<file path="src/rtl/core/sedt_pkg.sv">
`timescale 1ns / 1ps

package sedt_pkg;

  // Pixel and line geometry.
  localparam int PIX_W          = 8;
  localparam int MAX_LINE_WIDTH = 1024;
  localparam int LINE_AW        = $clog2(MAX_LINE_WIDTH);

  // Configuration register widths and reset values.
  localparam int FW_W = 11;
  localparam int FH_W = 12;
  localparam int TH_W = 8;

  localparam logic [FW_W-1:0] FRAME_WIDTH_RST    = FW_W'(640);
  localparam logic [FH_W-1:0] FRAME_HEIGHT_RST   = FH_W'(480);
  localparam logic [TH_W-1:0] EDGE_THRESHOLD_RST = TH_W'(130);

  // Configuration port.
  localparam int CFG_AW = 4;
  localparam int CFG_DW = 32;

  localparam logic [1:0] REG_FRAME_WIDTH    = 2'd0;
  localparam logic [1:0] REG_FRAME_HEIGHT   = 2'd1;
  localparam logic [1:0] REG_EDGE_THRESHOLD = 2'd2;

  // Arithmetic widths: a Sobel sum stays within +/-1020, half the sum of
  // squares within 20 bits, and the root is saturated to eight bits.
  localparam int GRAD_W = 11;
  localparam int SQ_W   = 20;
  localparam int ROOT_W = 8;
  localparam int SQ_SAT = 1 << (2 * ROOT_W);

  typedef logic [8:0][PIX_W-1:0]    win_t;
  typedef logic signed [GRAD_W-1:0] grad_t;

  typedef struct packed {
    logic              done;
    logic [ROOT_W-1:0] root;
  } root_stat_t;

  function automatic grad_t pix_ext(input logic [PIX_W-1:0] p);
    return $signed({{(GRAD_W-PIX_W){1'b0}}, p});
  endfunction

  // Horizontal kernel { -1, 0, 1, -2, 0, 2, -1, 0, 1 }, row-major, top row first.
  function automatic grad_t sobel_gx(input win_t w);
    return (pix_ext(w[2]) + (pix_ext(w[5]) <<< 1) + pix_ext(w[8]))
         - (pix_ext(w[0]) + (pix_ext(w[3]) <<< 1) + pix_ext(w[6]));
  endfunction

  // Vertical kernel { -1, -2, -1, 0, 0, 0, 1, 2, 1 }.
  function automatic grad_t sobel_gy(input win_t w);
    return (pix_ext(w[6]) + (pix_ext(w[7]) <<< 1) + pix_ext(w[8]))
         - (pix_ext(w[0]) + (pix_ext(w[1]) <<< 1) + pix_ext(w[2]));
  endfunction

endpackage

</file>
<file path="src/rtl/core/sedt_isqrt.sv">
`timescale 1ns / 1ps

module sedt_isqrt (
  input  logic                    clk,
  input  logic                    rst_n,
  input  logic                    start,
  input  logic [sedt_pkg::SQ_W-1:0] q,
  output sedt_pkg::root_stat_t    stat
);
  import sedt_pkg::*;

  typedef enum logic {
    S_IDLE,
    S_RUN
  } state_t;

  state_t              state_r;
  logic [SQ_W-1:0]     q_r;
  logic [ROOT_W-1:0]   root_r;
  logic [2:0]          bit_r;
  logic                done_r;
  logic [ROOT_W-1:0]   trial;
  logic [2*ROOT_W-1:0] trial_sq;

  // One result bit per cycle, most significant first.
  assign trial    = root_r | (ROOT_W'(1) << bit_r);
  assign trial_sq = trial * trial;

  always_ff @(posedge clk) begin
    if (!rst_n) begin
      state_r <= S_IDLE;
      done_r  <= 1'b0;
    end else begin
      done_r <= 1'b0;
      unique case (state_r)
        S_IDLE: begin
          if (start) begin
            q_r   <= q;
            bit_r <= 3'(ROOT_W - 1);
            if (32'(q) >= SQ_SAT) begin
              root_r <= '1;
              done_r <= 1'b1;
            end else begin
              root_r  <= '0;
              state_r <= S_RUN;
            end
          end
        end
        S_RUN: begin
          if (32'(trial_sq) <= 32'(q_r)) begin
            root_r <= trial;
          end
          if (bit_r == 3'd0) begin
            done_r  <= 1'b1;
            state_r <= S_IDLE;
          end else begin
            bit_r <= bit_r - 3'd1;
          end
        end
        default: state_r <= S_IDLE;
      endcase
    end
  end

  assign stat.done = done_r;
  assign stat.root = root_r;

endmodule

</file>
<file path="config.mk">
export PLATFORM = sky130hd
export DESIGN_NAME = sedt_isqrt
export DESIGN_NICKNAME = d
export VERILOG_FILES = /design/src/rtl/core/sedt_pkg.sv /design/src/rtl/core/sedt_isqrt.sv
export SDC_FILE = /design/constraint.sdc
export NUM_CORES = 1
export LEC_CHECK = 0
export BUFFER_PORTS_ARGS = -buffer_cell sky130_fd_sc_hd__buf_2
export CAP_MARGIN = 20
export CORE_MARGIN = 3
export CORE_UTILIZATION = 40
export CTS_BUF_LIST = sky130_fd_sc_hd__clkbuf_2
export CTS_CLUSTER_SIZE = 25
export DETAILED_ROUTE_END_ITERATION = 8
export MAX_ROUTING_LAYER = met4
export PLACE_DENSITY = 0.66
export SLEW_MARGIN = 25
export SYNTH_ARGS = -nofsm -noshare
export SYNTH_HDL_FRONTEND = slang
export SYNTH_SLANG_ARGS = --single-unit
</file>
<file path="constraint.sdc">
create_clock -name clk -period 5.96 [get_ports clk]
set_input_delay 0.596 -clock clk [delete_from_list [all_inputs] [get_ports clk]]
set_output_delay 0.596 -clock clk [all_outputs]
set_load 0.05 [all_outputs]
</file>
==> flow_summary.json <==
{
  "fmax_ghz": 0.1716,
  "cts-root-buf": "clkbuf_2",
  "synthTopCellsByArea": "edfxtp_1, ha_1, fa_1, inv_1, nor2_1",
  "ioPinCount": 32,
  "port_buffers": 31,
  "hold_viol": 0,
  "drv_cap": 0,
  "start_kind": "flip-flop",
  "core_area_sq_um": 7848,
  "rsz0062_at_grt": "true",
  "dpl_cell_area_sq_um": 3857,
  "ant_nets": 0,
  "cpMostUsedCell": "inv_2",
  "yosysTopAreaCell": "edfxtp_1",
  "synth-seq-area-share_pct": 29.66,
  "yosysWarnings": 0,
  "holdPathStages": 1,
  "r2r_setup_slack_ns": 0.13,
  "fp.dieW_um": 96.46,
  "clkLatencyLatePin_ns": 0.37,
  "cp-end-kind": "flip-flop",
  "antenna_found_initial": 0,
  "numCtsBuffers": 5,
  "tightestPinTransition_ns": 0.6418,
  "place_hpwl_mm": 5.821,
  "path_buf_inv": 5,
  "timing.slew.headroom_pct": 56.76,
  "gp_congestion": 0.8688,
  "finalMaxSlewViolations": 0,
  "worstSetupPathType": "flip-flop to flip-flop",
  "fp.dieH_um": 96.46,
  "cpPeakStageDelay_ns": 0.52,
  "post-route-drc-count": 0,
  "drive_above_1_share_pct": 40.05,
  "via_per_inst": 4.994,
  "grt_max_degree": 21,
  "finClkSkew_ns": 0.02032,
  "finalNetCount": 517,
  "gr-total-overflow": 0,
  "synth_fp_nets": 427,
  "outcome": "completed",
  "via_count": 2617,
  "path_delay_family": "adder cells",
  "die-area_sq_um": 9305,
  "crit_fanout": 8,
  "clockBufferDepth": 2,
  "yosysUniqueCellTypes": 38,
  "synth_cells": 331,
  "design_area_sq_um": 4454,
  "cp.required_ns": 6.08,
  "totalWireLength_mm": 7.674,
  "mostFrequentLayoutCell": "inv_1",
  "final-setup-viol-count": 0,
  "fin_crit_sh_pct": 97.78,
  "area_delta_synth_final_pct": 36.09,
  "num-fill-cells": 695,
  "track_usage_pct": 17.00,
  "core.rowCount": 32,
  "cts_max_level": 2,
  "hold_class": "input port to flip-flop",
  "worst_path_max_delay_cell": "fa_1",
  "cts_sinks": 33,
  "async_flop_share_pct": 0,
  "path_clk_slew_ns": 0.19,
  "timing.rr.start": "bit_r[1]",
  "final_util_pct": 56.76,
  "timing.final.crit_period_ns": 5.828,
  "first_iter_violations": 77,
  "holdWs_ns": 0.3801,
  "synth_enable_flop_cells": 31,
  "ctsHoldBuffers": 0,
  "yosysTopAreaCellShare_pct": 28.44,
  "final_cell_mix": "inv_1, buf_4, ha_1",
  "floorplan.initialDensity_pct": 41.71,
  "grt_pass1_wl_mm": 11.91,
  "cp.arrival_ns": 5.95,
  "syn_area_sq_um": 3273,
  "r2r_end": "root_r[4]",
  "cts_tree": "done",
  "grt_pass1_vias": 2651,
  "synth_flop_cell": "edfxtp_1",
  "r2r_cells": 25,
  "drt_first_pass_iters": 4,
  "min_from": "q[7]",
  "hold_path_end": "q_r[7]",
  "num_antenna_cells": 0,
  "synth.avg_cell_area_sq_um": 9.889,
  "synth_seq_cells": 33,
  "routedWlPerCell_um": 14.65
}
## worst register-to-register path, delay by kind of cell, from the launching register on
kind	cells	cell delay, ns
flip-flops	1	0.46
adder cells (fa/ha/maj)	7	2.26
buffers and inverters	5	0.36
AO/OA/AOI/OAI	6	1.63
XOR/XNOR	1	0.12
multiplexers	1	0.13
AND/OR/NAND/NOR	5	0.59
## Yosys cell counts, drive strengths merged (4+ instances only)
master  count
o21a        4
a21oi      21
xnor2      11
a21o       14
inv        65
ha         48
o21ai       6
nand2      16
nor2b       5
edfxtp     31
nor3        7
xor2        5
nor2       35
fa         25
## kinds of logic (layout without fill, tap and decap cells)
kind of cell | after synthesis | count (layout) | synth area share, %
DFF | 33 | 33 | 29.66
adders and majority gates | 73 | 73 | 33.64
muxes | 2 | 2 | 0.6116
AOI/OAI and AO/OA | 59 | 59 | 12.92
and+or+nand+nor | 77 | 77 | 10.59
xor gates and xnor gates | 16 | 16 | 4.281
buffers and inverters | 71 | 162 | 8.295
## through the flow
stage,TNS (ns),setup slack [ns],cells
floorplan,0,0.008187,331
global placement,-1.639,-0.2050,500
finish,0,0.1322,524
global route,-0.9160,-0.1342,524
detailed placement,-2.714,-0.3393,500
CTS,0,0.003838,511
## sequential cells by signal (all words and copies together) (netlist names)
name / flops
done_r: 1
state_r: 1
bit_r: 3
root_r: 8
q_r: 20
## routing by layer
metal	track usage [%]	vias to the layer above	share of wire [%]
met2	30.11	33	54
met5	-	-	0
met1	21.13	1286	43
met4	4.089	0	0.82
li1	-	1292	-
met3	1.394	6	2.2
## what timing repair did
action,in CTS,in global routing
buffers inserted,3,15
pin swaps,20,52
setup endpoints to repair,8,8
gates resized for setup,25,73
## worst max-delay path by stage
| stage | from | end | slack, ns | cells past startpoint |
|---|---|---|---|---|
| global placement | bit_r[0] | root_r[2] | -0.21 | 22 |
| finish | bit_r[1] | root_r[4] | 0.13 | 25 |
| CTS | bit_r[0] | root_r[4] | 0.004 | 24 |
| detailed placement | bit_r[0] | root_r[2] | -0.34 | 23 |
| floorplan | bit_r[0] | root_r[0] | 0.008 | 22 |
| global route | bit_r[1] | root_r[7] | -0.13 | 22 |
## area by class of cell
cell class	count	area, sq um	share of cell area [%]
multi-input cells	227	2394	53.74
flip-flops and latches	33	970.9	21.80
repair buffers	88	640.6	14.38
inverters	66	250.2	5.618
well taps	102	127.6	2.865
clock inverters	3	46.29	1.039
clock buffers	5	25.02	0.5618
Power is not shown: default switching activity piles up to over one toggle a cycle in this logic, so the estimate is an artifact.
